## src/design/lsf_pkg.sv

```systemverilog
package lsf_pkg;

  // fixed field widths of the item ports
  localparam int unsigned SAMPLE_WIDTH = 16;
  localparam int unsigned OUT_W        = 48;
  localparam int unsigned POINTS_W     = 11;
  localparam int unsigned STATUS_W     = 2;

  // defaults for the top level parameters
  localparam int unsigned MAX_POINTS_DEF = 1024;
  localparam int unsigned FRAC_BITS_DEF  = 16;

  // fit status codes
  localparam logic [STATUS_W-1:0] FIT_OK    = 2'd0;
  localparam logic [STATUS_W-1:0] FIT_DEGEN = 2'd1;
  localparam logic [STATUS_W-1:0] FIT_CAP   = 2'd2;

  // operations of the shared arithmetic unit
  typedef enum logic [1:0] {
    OP_MUL_SET,
    OP_MUL_ADD,
    OP_MUL_SUB,
    OP_DIV
  } lsf_op_e;

  typedef struct packed {
    logic    go;
    lsf_op_e op;
  } lsf_cmd_t;

  typedef struct packed {
    logic signed [SAMPLE_WIDTH-1:0] sample_x;
    logic signed [SAMPLE_WIDTH-1:0] sample_y;
    logic                           last_point;
  } lsf_in_t;

  typedef struct packed {
    logic signed [OUT_W-1:0]    slope;
    logic signed [OUT_W-1:0]    intercept;
    logic        [POINTS_W-1:0] points_used;
    logic        [STATUS_W-1:0] fit_status;
  } lsf_out_t;

endpackage

```

## src/design/lsf_arith_unit.sv

```systemverilog
module lsf_arith_unit
  import lsf_pkg::*;
#(
  parameter int unsigned NUM_W     = 69,
  parameter int unsigned FRAC_BITS = FRAC_BITS_DEF
) (
  input  logic                    clk_i,
  input  logic                    rst_ni,
  input  lsf_cmd_t                cmd_i,
  input  logic signed [NUM_W-1:0] a_i,
  input  logic signed [NUM_W-1:0] b_i,
  output logic                    done_o,
  output logic signed [NUM_W-1:0] acc_o,
  output logic signed [OUT_W-1:0] quot_o
);

  localparam int unsigned QB    = NUM_W + FRAC_BITS;
  localparam int unsigned CW    = $clog2(QB + 1);
  localparam int unsigned ADD_W = NUM_W + 1;
  localparam int unsigned QX_W  = (QB + 1 > OUT_W + 1) ? QB + 1 : OUT_W + 1;

  localparam logic [2:0] U_IDLE = 3'd0;
  localparam logic [2:0] U_MUL  = 3'd1;
  localparam logic [2:0] U_DIV  = 3'd2;
  localparam logic [2:0] U_RND  = 3'd3;
  localparam logic [2:0] U_INC  = 3'd4;
  localparam logic [2:0] U_FIN  = 3'd5;

  logic [2:0]              state_q, state_d;
  logic                    done_q;
  logic signed [NUM_W-1:0] acc_q;
  logic [NUM_W-1:0]        a_q;
  logic [NUM_W-1:0]        b_q;
  logic [QB-1:0]           nq_q;
  logic [NUM_W-1:0]        rem_q;
  logic [CW-1:0]           cnt_q;
  logic                    neg_q;
  logic                    rnd_q;
  logic [QX_W-1:0]         qx_q;
  logic signed [OUT_W-1:0] quot_q;

  logic [NUM_W-1:0] abs_a, abs_b;
  logic [ADD_W-1:0] add_x, add_y;
  logic             add_sub;
  logic [ADD_W:0]   sum;
  logic             ge;
  logic             sat;
  logic [OUT_W-1:0] limit, mag;

  // operand magnitudes at load
  assign abs_a = a_i[NUM_W-1] ? -a_i : a_i;
  assign abs_b = b_i[NUM_W-1] ? -b_i : b_i;

  // the one shared add/subtract unit
  always_comb begin
    add_x   = '0;
    add_y   = '0;
    add_sub = 1'b0;
    unique case (state_q)
      U_MUL: begin
        add_x   = ADD_W'(acc_q);
        add_y   = {1'b0, a_q};
        add_sub = neg_q;
      end
      U_DIV: begin
        add_x   = {rem_q, nq_q[QB-1]};
        add_y   = {1'b0, a_q};
        add_sub = 1'b1;
      end
      U_RND: begin
        add_x   = {rem_q, 1'b0};
        add_y   = {1'b0, a_q};
        add_sub = 1'b1;
      end
      default: begin
        add_x   = '0;
      end
    endcase
  end

  assign sum = {1'b0, add_x} + {1'b0, add_y ^ {ADD_W{add_sub}}} + (ADD_W + 1)'(add_sub);
  assign ge  = sum[ADD_W];

  // saturate the rounded magnitude and apply the sign
  always_comb begin
    if (neg_q) begin
      sat = (|qx_q[QX_W-1:OUT_W]) | (qx_q[OUT_W-1] & (|qx_q[OUT_W-2:0]));
    end else begin
      sat = |qx_q[QX_W-1:OUT_W-1];
    end
    limit = (OUT_W'(1) << (OUT_W - 1)) - OUT_W'(!neg_q);
    mag   = sat ? limit : qx_q[OUT_W-1:0];
  end

  // sequencer of the unit
  always_comb begin
    state_d = state_q;
    unique case (state_q)
      U_IDLE: begin
        if (cmd_i.go) begin
          state_d = (cmd_i.op == OP_DIV) ? U_DIV : U_MUL;
        end
      end
      U_MUL: begin
        if (b_q == '0) begin
          state_d = U_IDLE;
        end
      end
      U_DIV: begin
        if (cnt_q == CW'(1)) begin
          state_d = U_RND;
        end
      end
      U_RND: begin
        state_d = U_INC;
      end
      U_INC: begin
        state_d = U_FIN;
      end
      U_FIN: begin
        state_d = U_IDLE;
      end
      default: begin
        state_d = U_IDLE;
      end
    endcase
  end

  always_ff @(posedge clk_i or negedge rst_ni) begin
    if (!rst_ni) begin
      state_q <= U_IDLE;
      done_q  <= 1'b0;
    end else begin
      state_q <= state_d;
      done_q  <= ((state_q == U_MUL) && (b_q == '0)) || (state_q == U_FIN);
    end
  end

  // datapath registers
  always_ff @(posedge clk_i) begin
    unique case (state_q)
      U_IDLE: begin
        if (cmd_i.go) begin
          if (cmd_i.op == OP_DIV) begin
            a_q   <= abs_b;
            nq_q  <= QB'(abs_a) << FRAC_BITS;
            rem_q <= '0;
            cnt_q <= CW'(QB);
            neg_q <= a_i[NUM_W-1] ^ b_i[NUM_W-1];
          end else begin
            a_q   <= abs_a;
            b_q   <= abs_b;
            neg_q <= a_i[NUM_W-1] ^ b_i[NUM_W-1] ^ (cmd_i.op == OP_MUL_SUB);
            if (cmd_i.op == OP_MUL_SET) begin
              acc_q <= '0;
            end
          end
        end
      end
      U_MUL: begin
        if (b_q != '0) begin
          if (b_q[0]) begin
            acc_q <= sum[NUM_W-1:0];
          end
          a_q <= a_q << 1;
          b_q <= b_q >> 1;
        end
      end
      U_DIV: begin
        rem_q <= ge ? sum[NUM_W-1:0] : add_x[NUM_W-1:0];
        nq_q  <= {nq_q[QB-2:0], ge};
        cnt_q <= cnt_q - CW'(1);
      end
      U_RND: begin
        rnd_q <= ge;
      end
      U_INC: begin
        qx_q <= QX_W'(nq_q) + QX_W'(rnd_q);
      end
      U_FIN: begin
        quot_q <= neg_q ? -mag : mag;
      end
      default: begin
        rnd_q <= 1'b0;
      end
    endcase
  end

  assign done_o = done_q;
  assign acc_o  = acc_q;
  assign quot_o = quot_q;

endmodule

```

## src/design/least_squares_line_fit_unit.sv

```systemverilog
// non-last point: accepted in any cycle busy is low, taken in at once (1 item per cycle)
// last point: busy for the fit, six multiply steps and two divisions (a zero denominator after
//   the second multiply step ends it early as degenerate), run on the bit-serial shared
//   add/subtract unit; the result shows one cycle on done_o
// the receiver cannot stall; done_o is a single-cycle strobe with busy already low
// reset (rst_ni low, asynchronous) clears the point count, the sums and both sequencers
module least_squares_line_fit_unit
  import lsf_pkg::*;
#(
  parameter int unsigned MAX_POINTS = MAX_POINTS_DEF,
  parameter int unsigned FRAC_BITS  = FRAC_BITS_DEF
) (
  input  logic     clk_i,
  input  logic     rst_ni,
  input  logic     start,
  output logic     busy,
  input  lsf_in_t  in_i,
  output logic     done_o,
  output lsf_out_t result_o
);

  localparam int unsigned SW    = SAMPLE_WIDTH;
  localparam int unsigned CNT_W = $clog2(MAX_POINTS + 1);
  localparam int unsigned SX_W  = SW + CNT_W;
  localparam int unsigned SXX_W = 2 * SW - 1 + CNT_W;
  localparam int unsigned NUM_W = 3 * SW - 1 + 2 * CNT_W;

  localparam logic [1:0] T_IDLE  = 2'd0;
  localparam logic [1:0] T_ISSUE = 2'd1;
  localparam logic [1:0] T_WAIT  = 2'd2;

  localparam logic [2:0] STEP_DEN_SET = 3'd0;
  localparam logic [2:0] STEP_DEN_SUB = 3'd1;
  localparam logic [2:0] STEP_NK_SET  = 3'd2;
  localparam logic [2:0] STEP_NK_SUB  = 3'd3;
  localparam logic [2:0] STEP_NB_SET  = 3'd4;
  localparam logic [2:0] STEP_NB_SUB  = 3'd5;
  localparam logic [2:0] STEP_DIV_K   = 3'd6;
  localparam logic [2:0] STEP_DIV_B   = 3'd7;

  logic [1:0]              state_q;
  logic [2:0]              step_q;
  logic [CNT_W-1:0]        cnt_q;
  logic signed [SX_W-1:0]  sx_q, sy_q;
  logic signed [SXX_W-1:0] sxx_q, sxy_q;
  logic                    ovf_q;
  logic                    done_q;
  lsf_out_t                result_q;
  logic signed [NUM_W-1:0] den_q, nk_q, nb_q;
  logic signed [OUT_W-1:0] slope_q;

  logic                       accept;
  logic signed [2*SW-1:0]     prod_xx, prod_xy;
  lsf_cmd_t                   cmd;
  logic signed [NUM_W-1:0]    a_op, b_op;
  logic                       u_done;
  logic signed [NUM_W-1:0]    u_acc;
  logic signed [OUT_W-1:0]    u_quot;
  logic                       degen, finish;

  assign accept  = start && !busy;
  assign prod_xx = in_i.sample_x * in_i.sample_x;
  assign prod_xy = in_i.sample_x * in_i.sample_y;

  assign degen  = (step_q == STEP_DEN_SUB) && (u_acc == '0);
  assign finish = (state_q == T_WAIT) && u_done && (degen || (step_q == STEP_DIV_B));

  // operand selection for each step of the fit
  always_comb begin
    cmd.go = (state_q == T_ISSUE);
    unique case (step_q)
      STEP_DEN_SET: begin
        cmd.op = OP_MUL_SET;
        a_op   = NUM_W'(sxx_q);
        b_op   = NUM_W'(cnt_q);
      end
      STEP_DEN_SUB: begin
        cmd.op = OP_MUL_SUB;
        a_op   = NUM_W'(sx_q);
        b_op   = NUM_W'(sx_q);
      end
      STEP_NK_SET: begin
        cmd.op = OP_MUL_SET;
        a_op   = NUM_W'(sxy_q);
        b_op   = NUM_W'(cnt_q);
      end
      STEP_NK_SUB: begin
        cmd.op = OP_MUL_SUB;
        a_op   = NUM_W'(sx_q);
        b_op   = NUM_W'(sy_q);
      end
      STEP_NB_SET: begin
        cmd.op = OP_MUL_SET;
        a_op   = NUM_W'(sxx_q);
        b_op   = NUM_W'(sy_q);
      end
      STEP_NB_SUB: begin
        cmd.op = OP_MUL_SUB;
        a_op   = NUM_W'(sxy_q);
        b_op   = NUM_W'(sx_q);
      end
      STEP_DIV_K: begin
        cmd.op = OP_DIV;
        a_op   = nk_q;
        b_op   = den_q;
      end
      STEP_DIV_B: begin
        cmd.op = OP_DIV;
        a_op   = nb_q;
        b_op   = den_q;
      end
      default: begin
        cmd.op = OP_MUL_SET;
        a_op   = '0;
        b_op   = '0;
      end
    endcase
  end

  lsf_arith_unit #(
    .NUM_W    (NUM_W),
    .FRAC_BITS(FRAC_BITS)
  ) u_arith (
    .clk_i (clk_i),
    .rst_ni(rst_ni),
    .cmd_i (cmd),
    .a_i   (a_op),
    .b_i   (b_op),
    .done_o(u_done),
    .acc_o (u_acc),
    .quot_o(u_quot)
  );

  // point accumulation and fit sequencer
  always_ff @(posedge clk_i or negedge rst_ni) begin
    if (!rst_ni) begin
      state_q <= T_IDLE;
      step_q  <= STEP_DEN_SET;
      cnt_q   <= '0;
      sx_q    <= '0;
      sy_q    <= '0;
      sxx_q   <= '0;
      sxy_q   <= '0;
      ovf_q   <= 1'b0;
      done_q  <= 1'b0;
    end else begin
      done_q <= finish;
      if (accept) begin
        if (cnt_q < CNT_W'(MAX_POINTS)) begin
          cnt_q <= cnt_q + CNT_W'(1);
          sx_q  <= sx_q + SX_W'(in_i.sample_x);
          sy_q  <= sy_q + SX_W'(in_i.sample_y);
          sxx_q <= sxx_q + SXX_W'(prod_xx);
          sxy_q <= sxy_q + SXX_W'(prod_xy);
        end else begin
          ovf_q <= 1'b1;
        end
      end
      unique case (state_q)
        T_IDLE: begin
          if (accept && in_i.last_point) begin
            state_q <= T_ISSUE;
            step_q  <= STEP_DEN_SET;
          end
        end
        T_ISSUE: begin
          state_q <= T_WAIT;
        end
        T_WAIT: begin
          if (finish) begin
            state_q <= T_IDLE;
            cnt_q   <= '0;
            sx_q    <= '0;
            sy_q    <= '0;
            sxx_q   <= '0;
            sxy_q   <= '0;
            ovf_q   <= 1'b0;
          end else if (u_done) begin
            state_q <= T_ISSUE;
            step_q  <= step_q + 3'd1;
          end
        end
        default: begin
          state_q <= T_IDLE;
        end
      endcase
    end
  end

  // captured intermediate values and the result item
  always_ff @(posedge clk_i) begin
    if ((state_q == T_WAIT) && u_done) begin
      case (step_q)
        STEP_DEN_SUB: den_q <= u_acc;
        STEP_NK_SUB:  nk_q <= u_acc;
        STEP_NB_SUB:  nb_q <= u_acc;
        STEP_DIV_K:   slope_q <= u_quot;
        default:      ;
      endcase
    end
    if (finish) begin
      result_q.points_used <= POINTS_W'(cnt_q);
      if (degen) begin
        result_q.slope      <= '0;
        result_q.intercept  <= '0;
        result_q.fit_status <= FIT_DEGEN;
      end else begin
        result_q.slope      <= slope_q;
        result_q.intercept  <= u_quot;
        result_q.fit_status <= ovf_q ? FIT_CAP : FIT_OK;
      end
    end
  end

  assign busy     = (state_q != T_IDLE);
  assign done_o   = done_q;
  assign result_o = result_q;

endmodule

```

## config.mk

```make
export PLATFORM = sky130hd
export DESIGN_NAME = least_squares_line_fit_unit
export DESIGN_NICKNAME = d
export VERILOG_FILES = /design/src/design/lsf_pkg.sv /design/src/design/lsf_arith_unit.sv /design/src/design/least_squares_line_fit_unit.sv
export SDC_FILE = /design/constraint.sdc
export NUM_CORES = 2
export LEC_CHECK = 0
export BUFFER_PORTS_ARGS = -buffer_cell sky130_fd_sc_hd__clkbuf_2
export CORE_MARGIN = 2
export CORE_UTILIZATION = 25
export CTS_CLUSTER_SIZE = 25
export DETAILED_ROUTE_END_ITERATION = 12
export HOLD_SLACK_MARGIN = 0.02
export MAX_ROUTING_LAYER = met4
export PLACE_DENSITY = 0.38
export SLEW_MARGIN = 20
export SYNTH_ARGS = -nofsm -noshare
export SYNTH_HDL_FRONTEND = slang
export SYNTH_SLANG_ARGS = --single-unit
```

## constraint.sdc

```tcl
create_clock -name clk_i -period 17.6 [get_ports clk_i]
set_input_delay 0.88 -clock clk_i [delete_from_list [all_inputs] [get_ports clk_i]]
set_output_delay 0.88 -clock clk_i [all_outputs]
set_load 0.02 [all_outputs]
```

==> flow_summary.yaml <==
floorplanning:
  fp.dieH_um: 567
  start_util_pct: 25.2
  io_pins: 147
  coreArea_mm2: 0.315
  die-area_mm2: 0.322
  die_w_um: 567
  rows: 206
cts:
  postCtsHoldBufs: 0
  post_cts_resized: 0
  clkTransAtPathRegs_ns: 0.06
  cts_tree: "done"
  htreeDepth: 4
  cts_root_buffer: "clkbuf_16"
  cts_buffer_depth: 3
  numCtsBuffers: 137
  cts.sinks: 1028
  post_cts_buffers: 0
  clk_latency_ns: 0.82
worst_setup_path:
  crit_fanout: 76
  end_kind: "flop"
  arrival_ns: 9.38
  critPathLaunchType: "flop"
  cp.required_ns: 18.14
  critical_path_class: "reg2reg"
final_layout:
  nFillCells: 33200
  multi_input_area_mm2: 0.0446
  utilization_pct: 28.3
  final-seq-area_mm2: 0.0301
  fin_nets: 9057
  drive_gt1_share_pct: 7.17
  area_growth_syn_to_layout_pct: 12.6
global_routing:
  grt_usage_pct: 17.6
  grt_max_degree: 88
  grt_overflow: 0
  grt_pass1_wl_mm: 416
  grt_pass1_vias: 61400
  antenna_found_initial: 11
logic_synthesis:
  synth_cell_types: 82
  yosys-top-cells-count: "inv_1 (912), edfxtp_1 (868), nand2_1 (799), fa_1 (647), nor2_1 (624)"
  syn_nets: 9058
  yosysTopAreaCell: "edfxtp_1"
  synth-edff-count: 868
  ys_ff_latch: 1028
  ys_seq_area_share_pct: 37.9
  netlist_area_mm2: 0.0794
  synth_area_leaders: "edfxtp_1 (33%), fa_1 (16%), ha_1 (6.2%)"
  ys_warn_count: 0
  postSynthAreaPerCell_um2: 9.94
  synth_top_area_share_pct: 32.8
  yosysMostFrequentCell: "inv_1"
  synthArstFlopShare_pct: 15.6
  synth_flop_cell: "edfxtp_1"
  syn_inst: 7982
worst_hold_path:
  min_path_type: "in2async"
timing:
  finalSetupViolCount: 0
  period_needed_ns: 8.84
  rsz0062_at_grt: "no"
  whs_ns: 0.102
  worstMarginPinSlew_ns: 1.22
  min_period_over_period_pct: 50.2
  fmax_mhz: 113
  fin_worst_skew_ns: 0.0586
  hold_viol: 0
  tns_ns: 0
  drv_slew: 0
  relSlewSlack_pct: 18.2
outcome:
  status: "completed"
drt:
  ant_nets: 0
  vias_per_cell: 4.86
  drt_iter0_drc: 4397
  drt_first_pass_iters: 8
  vias: 59600
  drc_errors: 0
  routed_wl_mm: 275
  post_drt_wl_per_cell_um: 22.5
place:
  gp_congestion: 0.891
  dp_hpwl_mm: 206
  io_buffers: 146
run:
  maxCapViolCount: 0
==> state kept, by name, summed over array words and instances, names as in the netlist, 42 cells and up <==
name,count
slope_q,48
result_o,109
sxy_q,42
nk_q,69
den_q,69
u_arith.acc_o,69
u_arith.rem_q,69
sxx_q,42
nb_q,69
u_arith.b_q,69
u_arith.quot_o,48
u_arith.nq_q,85
u_arith.a_q,69
u_arith.qx_q,86
==> cell usage in the layout, fill, tap and decap left out, types with 118 or more instances in the layout <==
master	n
inv_1	911
edfxtp_1	868
nand2_1	798
fa_1	645
nor2_1	615
a21oi_1	593
ha_1	391
o21ai_0	300
xnor2_1	262
and2_1	216
nand3_1	187
dfrtp_1	160
a21o_1	159
clkbuf_2	145
clkbuf_16	139
xor2_1	138
nor2b_1	118
==> per-layer routing <==
layer  track usage [%]  routed length, µm  part of all wire, %
met5                 -                  0                    0
met4              3.30               4750                  1.7
met3              2.13              12000                  4.3
met2              28.6             132000                   48
met1              23.5             127000                   46
==> through the flow <==
| step | worst slack, ns | instances | area [µm²] |
|---|---|---|---|
| floorplan | 1.51 | 7982 | 79400 |
| global placement | 8.69 | 12000 | 84900 |
| detailed placement | 8.82 | 12000 | 84900 |
| CTS | 8.81 | 12300 | 89300 |
| global route | 8.37 | 12300 | 89300 |
| finish | 8.76 | 12300 | 89300 |
==> worst max-delay path: stages (launching register included) <==
cell	delay (ns)
dfrtp_1	0.72
nor2b_4	0.84
or2_2	0.23
buf_4	0.57
xnor2_1	0.20
nor2_1	0.10
fa_1	0.51
a21o_1	0.22
a221oi_1	0.55
nor4_1	0.13
or4_1	0.76
o311ai_2	0.43
buf_4	0.24
a2111oi_2	0.16
nor3_1	0.47
o31ai_1	0.25
a31oi_4	0.21
buf_4	0.69
buf_4	0.74
nor3_1	0.11
a31o_2	0.25
==> layout make-up <==
cell class | instances | area share, %
Clock inverter | 78 | 0.847
Sequential cell | 1028 | 33.7
Tap cell | 4160 | 5.83
Multi-Input combinational cell | 5642 | 49.9
Antenna cell | 3 | 0.00840
Inverter | 912 | 3.84
Timing Repair Buffer | 260 | 1.83
Clock buffer | 174 | 4.07
==> cells by family after synthesis <==
| family | after synthesis | synth area share (%) |
|---|---|---|
| XOR/XNOR | 400 | 4.41 |
| AND/OR/NAND/NOR | 2432 | 14.4 |
| multiplexers | 20 | 0.262 |
| adder cells (fa/ha/maj) | 1040 | 22.5 |
| AO/OA/AOI/OAI | 1750 | 14.2 |
| flip-flops | 1028 | 37.9 |
| buffers and inverters | 1312 | 6.25 |
==> path summary, 6_finish.rpt <==
check                                               startpoint                               to  slack (ns)  depth (start not counted)
worst max register to register  u_arith.state_q[1]$_DFFE_PN0P_  u_arith.rem_q[37]$_SDFFCE_PN0P_        8.76                         20
worst max-delay path            u_arith.state_q[1]$_DFFE_PN0P_  u_arith.rem_q[37]$_SDFFCE_PN0P_        8.76                         20
max in group asynchronous                               rst_ni               cnt_q[3]$_DFF_PN0_       16.19                          2
worst min register to register    u_arith.quot_o[27]$_DFFE_PP_            slope_q[27]$_DFFE_PP_        0.44                          0
worst min-delay path                                    rst_ni              sxx_q[31]$_DFF_PN0_        0.10                          1
min in group clk_i                                       start                  ovf_q$_DFF_PN0_        0.40                          3
Power is not shown: default switching activity piles up to over one toggle a cycle in this logic, so the estimate is an artifact.
